===== src/design/rpn_pkg.sv =====
`default_nettype none
package rpn_pkg;
   localparam int STACK_DEPTH_DEF = 64;
   localparam int DW = 64;

   localparam logic [2:0] ST_OK      = 3'd0;
   localparam logic [2:0] ST_FULL    = 3'd1;
   localparam logic [2:0] ST_UNDER   = 3'd2;
   localparam logic [2:0] ST_ADD_OVF = 3'd3;
   localparam logic [2:0] ST_SUB_OVF = 3'd4;
   localparam logic [2:0] ST_MUL_OVF = 3'd5;
   localparam logic [2:0] ST_DIV_ERR = 3'd6;

   localparam logic [1:0] OP_ADD = 2'd0;
   localparam logic [1:0] OP_SUB = 2'd1;
   localparam logic [1:0] OP_MUL = 2'd2;
   localparam logic [1:0] OP_DIV = 2'd3;

   typedef struct packed {
      logic load;       // capture request fields
      logic rd_b;       // read entry sp-1 into b
      logic rd_a;       // read entry sp-2 into a
      logic rd_top;     // read entry sp-1 into top
      logic push;       // write at sp and increment
      logic pop2;       // sp -= 2
      logic mul_start;
      logic mul_step;
      logic div_start;
      logic div_step;
      logic fin;        // compute result and status
      logic set_under;
      logic set_full;
   } cmd_type;

   typedef struct packed {
      logic is_op;
      logic full;
      logic under;
      logic empty;
      logic step_done;
      logic is_mul;
      logic is_div;
      logic ok;
   } sts_type;
endpackage
`default_nettype wire


===== src/design/rpn_ctrl.sv =====
`default_nettype none
module rpn_ctrl (
   input  wire logic clock,
   input  wire logic reset,
   input  wire logic req_valid,
   output logic      req_ready,
   output logic      rsp_valid,
   input  wire logic rsp_ready,
   input  wire rpn_pkg::sts_type sts,
   output rpn_pkg::cmd_type cmd
);
   typedef enum logic [9:0] {
      S_IDLE  = 10'b0000000001,
      S_DEC   = 10'b0000000010,
      S_RDB   = 10'b0000000100,
      S_RDA   = 10'b0000001000,
      S_ARI   = 10'b0000010000,
      S_FIN   = 10'b0000100000,
      S_WR    = 10'b0001000000,
      S_TOP   = 10'b0010000000,
      S_TOPW  = 10'b0100000000,
      S_RSP   = 10'b1000000000
   } state_type;

   state_type state_ff, state_in;

   always_comb begin
      state_in = state_ff;
      cmd = '0;
      req_ready = 1'b0;
      rsp_valid = 1'b0;
      unique case (state_ff)
         S_IDLE: begin
            req_ready = 1'b1;
            if (req_valid) begin
               cmd.load = 1'b1;
               state_in = S_DEC;
            end
         end
         S_DEC: begin
            if (!sts.is_op) begin
               if (sts.full) begin
                  cmd.set_full = 1'b1;
                  state_in = S_TOP;
               end else begin
                  cmd.push = 1'b1;
                  state_in = S_TOP;
               end
            end else if (sts.under) begin
               cmd.set_under = 1'b1;
               state_in = S_TOP;
            end else begin
               cmd.rd_b = 1'b1;
               state_in = S_RDB;
            end
         end
         S_RDB: begin
            cmd.rd_a = 1'b1;
            state_in = S_RDA;
         end
         S_RDA: begin
            cmd.pop2 = 1'b1;
            cmd.mul_start = sts.is_mul;
            cmd.div_start = sts.is_div;
            state_in = S_ARI;
         end
         S_ARI: begin
            if (sts.is_mul || sts.is_div) begin
               cmd.mul_step = sts.is_mul;
               cmd.div_step = sts.is_div;
               if (sts.step_done) state_in = S_FIN;
            end else begin
               state_in = S_FIN;
            end
         end
         S_FIN: begin
            cmd.fin = 1'b1;
            state_in = S_WR;
         end
         S_WR: begin
            if (sts.ok) cmd.push = 1'b1;
            state_in = S_TOP;
         end
         S_TOP: begin
            cmd.rd_top = 1'b1;
            state_in = S_TOPW;
         end
         S_TOPW: state_in = S_RSP;
         S_RSP: begin
            rsp_valid = 1'b1;
            if (rsp_ready) state_in = S_IDLE;
         end
         default: state_in = S_IDLE;
      endcase
   end

   always_ff @(posedge clock) begin
      if (reset) state_ff <= S_IDLE;
      else state_ff <= state_in;
   end
endmodule
`default_nettype wire


===== config.mk =====
export PLATFORM = sky130hd
export DESIGN_NAME = rpn_ctrl
export DESIGN_NICKNAME = d
export VERILOG_FILES = /design/src/design/rpn_pkg.sv /design/src/design/rpn_ctrl.sv
export SDC_FILE = /design/constraint.sdc
export NUM_CORES = 1
export LEC_CHECK = 0
export BUFFER_PORTS_ARGS = -buffer_cell sky130_fd_sc_hd__clkbuf_2
export CAP_MARGIN = 25
export CORE_MARGIN = 2
export CORE_UTILIZATION = 30
export CTS_CLUSTER_SIZE = 20
export DETAILED_ROUTE_END_ITERATION = 6
export PLACE_DENSITY = 0.53
export SLEW_MARGIN = 5
export SYNTH_ARGS = -nofsm -noshare
export SYNTH_HDL_FRONTEND = slang
export SYNTH_SLANG_ARGS = --single-unit

===== constraint.sdc =====
create_clock -name clock -period 1.7 [get_ports clock]
set_clock_uncertainty 0.15 [all_clocks]
set_input_delay 0.17 -clock clock [delete_from_list [all_inputs] [get_ports clock]]
set_output_delay 0.17 -clock clock [all_outputs]
set_load 0.05 [all_outputs]

After elaboration in Yosys (flattened, before gate mapping)
Index checks and enable logic that the tools add are counted.
{"block": "op_classes", "n_eq_ne": 13, "mux": 32, "reduce_logical": 2}
{"operator": "$pmux 10 s10", "n": 1}
{"operator": "$mux 10", "n": 5}
{"operator": "$mux 1", "n": 22}
{"operator": "$eq 10x1->1 const B", "n": 1}
{"operator": "$eq 10x10->1 const B", "n": 1}
{"operator": "$eq 10x2->1 const B", "n": 1}
{"operator": "$eq 10x3->1 const B", "n": 1}
{"operator": "$eq 10x4->1 const B", "n": 1}
{"operator": "$eq 10x5->1 const B", "n": 1}
{"operator": "$eq 10x6->1 const B", "n": 1}
{"operator": "$eq 10x7->1 const B", "n": 1}
{"operator": "$eq 10x8->1 const B", "n": 1}
{"operator": "$eq 10x9->1 const B", "n": 1}
{"operator": "$mux 8", "n": 1}
{"operator": "$mux 2", "n": 2}
{"operator": "$ne 2x2->1 const B", "n": 2}
{"operator": "$ne 3x3->1 const B", "n": 1}
{"operator": "$reduce_and 3->1", "n": 1}
{"operator": "$pmux 1 s2", "n": 1}
{"operator": "$logic_or 1x1->1", "n": 1}
{"block": "word_totals", "reg_bits": 10}

Depth between registers and ports, before layout
Gate-level depths: netlist (run 1).
{"block": "logic_depth", "word_depth": 3, "mapped_depth": 5, "ltp_nobuf": 4}

Least setup slack after synthesis (run 1)
No wires, ideal clock.
{"block": "synth_timing", "path_kind": "reg2out", "startpoint": "register state_ff[7]", "endpoint": "output cmd[8] (netlist name)", "arrival_ns": 2.330, "required_time_ns": 1.380, "path_slack_ns": -0.950, "path_stages_with_launch": 6, "n_path_buf": 1, "path_cell_list": "dfxtp_1 > clkbuf_2 > or3_4 > nor2_2 > nand3_2 > o32ai_1"}
{"element": "start, declared", "line": "rpn_ctrl.sv:25", "source": "state_type state_ff, state_in;"}
{"element": "start signal, assigned", "line": "rpn_ctrl.sv:99", "source": "else state_ff <= state_in;"}
{"element": "end, declared", "line": "rpn_ctrl.sv:10", "source": "output rpn_pkg::cmd_type cmd"}

==> results.json, run 1 <==
{
  "drive_gt1_frac": 0.729,
  "htreeDepth": 1,
  "holdCritStartpoint": "sts[3]",
  "leakage_nw": 0.614,
  "cp_max_fo": 3,
  "initial_core_util": 0.319,
  "fin_crit_ns": 2.18,
  "slew_headroom": 0.794,
  "power_mw": 0.921,
  "ys_seq_area_frac": 0.281,
  "synth_seq_cells": 10,
  "placed_cells": 156,
  "largest_register_ffs": 10,
  "top_register": "state_ff",
  "ir_drop_mv": 0.533,
  "crit_start": "state_ff[0]",
  "fin_hold_ws_ns": 0.0491,
  "gr-usage-all-layers": 0.191,
  "die_w_um": 52.8,
  "cts_root_buf": "clkbuf_4",
  "grt_max_degree": 8,
  "num_rows": 17,
  "max-cap-violations": 0,
  "initialDrtViolationCount": 10,
  "wl_per_cell_um": 15.2,
  "violations": "negative setup slack",
  "io_pins": 27,
  "die-area_um2": 2780,
  "tightest_slew_ns": 0.307,
  "synth_edf_count": 0,
  "avgViaCountPerCell": 5.10,
  "cts_buffer_depth": 2,
  "die_y_um": 52.8,
  "fin_cells": 168,
  "largestRegisters": "state_ff x10",
  "synthCells": 85,
  "grt.met1_usage": 0.232,
  "grt_pass1_vias": 851,
  "antenna_left": 0,
  "grt_antenna_before_repair": 0,
  "ys.flop_type": "dfxtp_1",
  "nets": 154,
  "via_count": 856,
  "grt_pass1_wl_um": 3850,
  "avgSynthCellArea_um2": 8.39,
  "numCtsBuffers": 3,
  "status": "finished, violations left",
  "critPathKind": "reg2out",
  "grtUsageMet2": 0.344,
  "clkTransAtPathRegs_ns": 0.06,
  "async_flop_share": 0,
  "core_um2": 2230,
  "worstSetupStartpointType": "flop",
  "hold_violations": 0,
  "gp_congestion": 0.814,
  "grt_overflow": 0,
  "layout_worst_path_cycle_share": 1.28,
  "final_util": 0.688,
  "clock_insertion_delay_worst_skew_ns": 0.26,
  "met3_usage": 0.0229,
  "rsz0062_at_grt": "yes",
  "synth_warnings": 0,
  "drc": 0,
  "post-dp-hpwl_um": 1630,
  "power.density_nw_per_um2": 600,
  "slew_violations": 0,
  "end_kind": "output pin",
  "arrival_ns": 1.86,
  "synth_area_um2": 713,
  "setup_viol": 24,
  "fmax_mhz": 459,
  "top_usage_layer": "met2",
  "antennaDiodeCount": 0,
  "cts_tree": "yes",
  "cp_data_required_time_ns": 1.38,
  "wl_um": 2560,
  "ys_types": 39,
  "rr_startpoint": "state_ff[0]",
  "area_growth_pct": 115,
  "timing.final.ws_setup_ns": -0.478,
  "clock-sinks": 10,
  "dr.pass1.iters": 4,
  "syn_nets": 97,
  "port_buffers": 25,
  "worstHoldPathType": "in2reg"
}
-- cell type report --
type | count | area, um^2
timing repair buffer | 55 | 578
multi-input combinational | 70 | 684
sequential | 10 | 206
clock buffer | 3 | 22.5
inverter | 2 | 10.0
tap | 28 | 35.0
fill | 164 | 697
-- layer usage --
| layer | vias to the layer above | wire length (um) |
|---|---|---|
| li1 | 419 | - |
| met1 | 410 | 1100 |
| met2 | 21 | 1350 |
| met3 | 6 | 60 |
| met4 | 0 | 46 |
| met5 | - | 0 |
-- synthesized netlist by cell type, types with 2 or more instances --
cell type	number	area, um^2
nor2_1	12	45.0
dfxtp_1	10	200
nand2b_1	6	37.5
and2_1	5	31.3
nor3_1	5	25.0
a21oi_1	3	15.0
nand3_1	3	15.0
nor3b_1	3	22.5
o21ai_0	3	15.0
inv_1	2	7.51
nand2_1	2	7.51
nor4_1	2	12.5
nor4_4	2	42.5
or3_4	2	22.5
-- power breakdown --
part / switching, mW / internal, mW
combinational: 0.245 / 0.258
sequential: 0.00847 / 0.248
clock: 0.0798 / 0.0817
-- worst paths after layout --
| path | cells after the start | endpoint | slack (ns) |
|---|---|---|---|
| max | 5 | cmd[9] | -0.48 |
| min | 3 | state_ff[5] | 0.05 |
| min reg2reg | 2 | state_ff[9] | 0.45 |
| max reg2reg | 5 | state_ff[8] | -0.14 |
-- metrics by stage --
stage	instance area (um^2)	TNS (ns)	worst slack (ns)
4_1_cts	1450	-5.74	-0.477
6_report	1540	-5.50	-0.478
3_5_place_dp	1130	-2.61	-0.223
3_3_place_gp	1130	-2.34	-0.194
5_1_grt	1540	-7.27	-0.570
2_1_floorplan	797	-3.29	-0.537
-- repair_timing --
item / CTS / global route
pin swaps: 8 / 7
buffers inserted: 7 / 5
setup endpoints to repair: 24 / 25
hold buffers: 1 / 0
resized for setup: 49 / 20
endpoints found under the hold margin: 2 / 0
-- placed cells by master, fill, tap and decap left out, types with 4 or more instances in the layout --
master,count
and2_4,5
buf_4,19
buf_6,10
buf_8,4
clkbuf_16,4
clkbuf_2,10
clkbuf_4,5
dfxtp_1,5
dfxtp_2,5
nand2b_1,6
nor2_1,8
nor2_4,4
nor3_4,4
-- critical path, stage by stage, from the launching register on --
cell     delay, ns
dfxtp_2       0.32
or4_4         0.55
buf_6         0.14
nor3_4        0.15
and4b_2       0.30
buf_12        0.14
-- logic make-up after synthesis --
kind of cell / count (synthesis) / share of synthesized area
XOR/XNOR: 2 / 0.0246
AO/OA/AOI/OAI: 11 / 0.104
AND/OR/NAND/NOR: 56 / 0.546
multiplexers: 1 / 0.0158
buffers and inverters: 5 / 0.0298
flip-flops: 10 / 0.281
(Power assumes the default switching activity.)
==> run 2, diff against run 1 <==
ABC_AREA = 1   (was default)
==> results.json, run 2 <==
{
  "grt_antenna_before_repair": 0,
  "via_count": 787,
  "die-area_um2": 2830,
  "cp_max_fo": 4,
  "ir_drop_mv": 0.997,
  "top_register": "state_ff",
  "critPathKind": "reg2out",
  "largest_register_ffs": 10,
  "clkTransAtPathRegs_ns": 0.06,
  "clock_insertion_delay_worst_skew_ns": 0.27,
  "cts_root_buf": "clkbuf_4",
  "grt_max_degree": 10,
  "synth_edf_count": 0,
  "synthTopCellsByArea": "dfxtp_1, inv_1, nor2_1",
  "synthCells": 111,
  "cts_buffer_depth": 2,
  "num_rows": 17,
  "crit_start": "state_ff[4]",
  "gp_congestion": 0.798,
  "end_kind": "output pin",
  "synthTopCellsByCount": "inv_1, nor2_1, nand2_1, nand3_1, dfxtp_1",
  "die_w_um": 53.2,
  "r2r_end": "state_ff[0]",
  "async_flop_share": 0,
  "synth_top_area_frac": 0.275,
  "nets": 166,
  "grt_pass1_vias": 749,
  "fin_crit_ns": 1.78,
  "synth_warnings": 0,
  "violations": "negative setup slack",
  "leakage_nw": 0.742,
  "arrival_ns": 1.46,
  "synth_area_leader_cell": "dfxtp_1",
  "worstSetupStartpointType": "flop",
  "numCtsBuffers": 3,
  "synth_seq_cells": 10,
  "wl_per_cell_um": 10.5,
  "ys_types": 20,
  "avgSynthCellArea_um2": 6.55,
  "grt_pass1_wl_um": 2940,
  "power.density_nw_per_um2": 1110,
  "hold_violations": 0,
  "synth_area_um2": 727,
  "status": "finished, violations left",
  "ys_seq_area_frac": 0.275,
  "rr_startpoint": "state_ff[4]",
  "timing.critical_path.to": "cmd[8]",
  "io_pins": 27,
  "drc": 0,
  "ys.flop_type": "dfxtp_1",
  "dr.pass1.iters": 4,
  "timing.final.ws_setup_ns": -0.0765,
  "antenna_left": 0,
  "post-dp-hpwl_um": 1320,
  "n_fill_cell": 217,
  "cp_data_required_time_ns": 1.38,
  "clock-sinks": 10,
  "cts_tree": "yes",
  "fin_setup_tns_ns": -0.383,
  "drive_gt1_frac": 0.559,
  "wl_um": 1890,
  "gr-usage-all-layers": 0.145,
  "avgViaCountPerCell": 4.37,
  "grt_overflow": 0,
  "rsz0062_at_grt": "yes",
  "layout_worst_path_cycle_share": 1.04,
  "slew_headroom": 0.819,
  "yosysMostFrequentCell": "inv_1",
  "slew_violations": 0,
  "area_growth_pct": 72.1,
  "initial_core_util": 0.322,
  "largestRegisters": "state_ff x10",
  "syn_nets": 123,
  "initialDrtViolationCount": 13,
  "final_common_cell": "inv_1",
  "worstHoldPathType": "in2reg",
  "setup_viol": 10,
  "htreeDepth": 1,
  "fin_hold_ws_ns": 0.0451,
  "port_buffers": 25,
  "antennaDiodeCount": 0,
  "tightest_slew_ns": 0.271,
  "fmax_mhz": 563,
  "rr_worst_depth": 11,
  "max-cap-violations": 0,
  "core_um2": 2250,
  "final_cell_mix": "inv_1, buf_4, nor2_4, nor2_1",
  "die_y_um": 53.2,
  "regToRegSetupSlack_ns": 0.02
}
run 2: layer usage:
metal | global-route usage | wire length (um)
met1 | 0.158 | 840
met4 | 0.0641 | 36
met2 | 0.265 | 925
met3 | 0.0282 | 84
met5 | 0 | 0
run 2: worst min path at each step:
stage	start	to	slack (ns)	cells after the start
2_1_floorplan	reset	state_ff[9]	0.09	1
3_3_place_gp	reset	state_ff[9]	0.21	2
3_5_place_dp	reset	state_ff[9]	0.22	2
4_1_cts	rsp_ready	state_ff[9]	0.05	3
5_1_grt	rsp_ready	state_ff[9]	0.06	3
6_report	rsp_ready	state_ff[9]	0.05	3
run 2: layout make-up:
type                            count  area, um^2  share of cell area
Multi-Input combinational cell     73         520               0.416
Timing Repair Buffer               37         353               0.282
Sequential cell                    10         211               0.169
Inverter                           29         109              0.0870
Tap cell                           28        35.0              0.0280
Clock buffer                        3        22.5              0.0180
run 2: repair_timing:
item | CTS | global route
setup buffers | 7 | 3
gates resized for setup | 42 | 21
hold endpoints to repair | 1 | 0
pin swaps | 7 | 4
hold buffers | 1 | 0
setup endpoints to repair | 15 | 22
cloned | 0 | 1
run 2: critical path, stage by stage, from the launching register on:
cell     delay (ns)
dfxtp_2        0.33
nor2_4         0.14
nand2_4        0.09
nor2_4         0.17
nand3_1        0.14
o22ai_2        0.15
buf_8          0.17
run 2: cells by family (layout without fill, tap and decap cells):
kind of cell,after synthesis,count (layout),synth area share
compound gates,4,4,0.0327
buf+inv,29,69,0.150
flops,10,10,0.275
simple gates,68,69,0.542
run 2: where the power goes:
part	leakage [nW]	total (mW)	internal [mW]	switching [mW]
combinational	0.643	0.914	0.384	0.530
clock	0.0138	0.170	0.0821	0.0883
sequential	0.0848	0.308	0.273	0.0348
run 2: metrics by stage:
| step | power [mW] | cells | cell area, um^2 | util | setup WS, ns |
|---|---|---|---|---|---|
| 2_1_floorplan | 0.803 | 111 | 763 | - | -0.0994 |
| 3_3_place_gp | 0.913 | 165 | 931 | 0.413 | 0.0767 |
| 3_5_place_dp | 0.914 | 165 | 931 | 0.413 | 0.0608 |
| 4_1_cts | 1.31 | 176 | 1170 | 0.521 | -0.0746 |
| 5_1_grt | 1.47 | 180 | 1250 | 0.555 | -0.127 |
| 6_report | 1.39 | 180 | 1250 | 0.555 | -0.0765 |
==> run 3, diff against run 2 <==
CORE_MARGIN = default   (was 2)
==> results.json, run 3 (same netlist as run 2, synthesis figures left out) <==
{
  "p_switching_mw": 0.699,
  "via_count": 838,
  "hold_violations": 0,
  "worstHoldPathType": "in2reg",
  "wl_um": 2150,
  "numCtsBuffers": 3,
  "setup_viol": 16,
  "p_sw_frac": 0.485,
  "clock_insertion_delay_worst_skew_ns": 0.27,
  "wl_per_cell_um": 11.5,
  "critPathKind": "reg2out",
  "cpLargestDelayFamily": "simple AND/OR/NAND/NOR gates",
  "tightest_slew_ns": 0.270,
  "fin_setup_tns_ns": -0.993,
  "largest_register_ffs": 10,
  "slew_headroom": 0.819,
  "end_kind": "output pin",
  "grt_antenna_before_repair": 0,
  "initialDrtViolationCount": 5,
  "drive_gt1_frac": 0.616,
  "final_cell_mix": "inv_1, buf_4, nor2_4",
  "cp_slowest_cell": "dfxtp_1",
  "clock-sinks": 10,
  "cts_tree": "yes",
  "die_y_um": 51.2,
  "final_common_cell": "inv_1",
  "die-area_um2": 2620,
  "layout_worst_path_cycle_share": 1.07,
  "worst-path-buf-inv": 2,
  "io_pins": 27,
  "p_clk_frac": 0.122,
  "cts_root_buf": "clkbuf_4",
  "htreeDepth": 1,
  "power.density_nw_per_um2": 1060,
  "status": "finished, violations left",
  "fmax_mhz": 551,
  "port_buffers": 25,
  "largestRegisters": "state_ff x10",
  "max-cap-violations": 0,
  "grt_max_degree": 10,
  "antenna_left": 0,
  "worstPathCellList": "inv_1, nor2_1, nand2_4, nor3_4, buf_8",
  "power_mw": 1.44,
  "n_fill_cell": 216,
  "gr-usage-all-layers": 0.157,
  "area_growth_pct": 87.3,
  "cts_buffer_depth": 2,
  "drc": 0,
  "grt_pass1_vias": 714,
  "ir_drop_mv": 1.13,
  "cp_data_required_time_ns": 1.38,
  "dr.pass1.iters": 4,
  "violations": "negative setup slack",
  "combinationalPowerShare": 0.664,
  "fin_crit_ns": 1.81,
  "leakage_nw": 0.767,
  "core_um2": 2250,
  "max_stage_delay_ns": 0.39,
  "gp_congestion": 0.818,
  "antennaDiodeCount": 0,
  "power.internal_mw": 0.742,
  "rsz0062_at_grt": "yes",
  "num_rows": 17,
  "post-dp-hpwl_um": 1310,
  "timing.final.ws_setup_ns": -0.114,
  "clkTransAtPathRegs_ns": 0.08,
  "slew_violations": 0,
  "avgViaCountPerCell": 4.48,
  "nets": 173,
  "initial_core_util": 0.322,
  "grt_pass1_wl_um": 2970,
  "arrival_ns": 1.49,
  "worstSetupStartpointType": "flop",
  "top_register": "state_ff",
  "pwr-share-seq": 0.214,
  "die_w_um": 51.2,
  "grt_overflow": 0,
  "cp_max_fo": 3
}
## run 3: changes by cell type in the layout (fill, tap and decap cells not counted), sizes merged
cell | before | now
buf | 20 | 30
clkbuf | 19 | 16
## run 3: metrics by stage
step           area (um^2)  cells  utilization  hold slack, ns  setup slack (ns)
3_3_place_gp           931    165        0.413           0.212            0.0774
5_1_grt               1360    187        0.604          0.0409            -0.188
3_5_place_dp           931    165        0.413           0.216            0.0605
6_report              1360    187        0.604          0.0393            -0.114
2_1_floorplan          763    111            -          0.0891           -0.0994
4_1_cts               1140    173        0.507          0.0506            -0.103
## run 3: power by group through the flow
stage / Combinational, mW / Clock [mW] / Sequential [mW]
floorplan: 0.507 / 0 / 0.296
global placement: 0.613 / 0 / 0.299
detailed placement: 0.618 / 0 / 0.299
CTS: 0.771 / 0.175 / 0.295
global route: 1.03 / 0.188 / 0.312
finish: 0.957 / 0.176 / 0.308
## run 3: final cells by class
class                   instances  area, um^2  share of cell area
clock buffers                   3        22.5              0.0165
repair buffers                 44         417               0.306
inverters                      29         109              0.0800
flip-flops and latches         10         216               0.159
multi-input cells              73         562               0.413
well taps                      28        35.0              0.0257
## run 3: final timing paths
check	from	to	cells after the start	slack, ns
setup / recovery	state_ff[1]	cmd[11]	5	-0.11
hold / removal	rsp_ready	state_ff[9]	3	0.04
setup reg to reg	state_ff[9]	state_ff[0]	12	-0.05
hold reg to reg	state_ff[5]	state_ff[6]	6	0.51
## run 3: worst reg2reg max path: stages (launching register included)
cell	delay (ns)
dfxtp_2	0.34
nor2_4	0.14
nand2_2	0.08
nor2_4	0.16
buf_4	0.14
nand3_4	0.10
inv_2	0.08
buf_4	0.11
nand2_4	0.05
nand2_4	0.08
nor2_2	0.07
nand2_1	0.07
nand3_1	0.05
## run 3: per-layer routing
metal / vias to the layer above / track usage / wire length [um]
li1: 431 / - / -
met1: 382 / 0.186 / 887
met2: 20 / 0.268 / 1160
met3: 5 / 0.0298 / 71
met4: 0 / 0.0811 / 34
met5: - / 0 / 0
## run 3: timing repair
| action | CTS | global route |
|---|---|---|
| cloned | 0 | 1 |
| endpoints found under the hold margin | 1 | 0 |
| pin swaps | 5 | 10 |
| setup buffers | 4 | 13 |
| gates resized for setup | 36 | 43 |
| endpoints found under the setup margin | 14 | 24 |
| hold buffers | 1 | 0 |
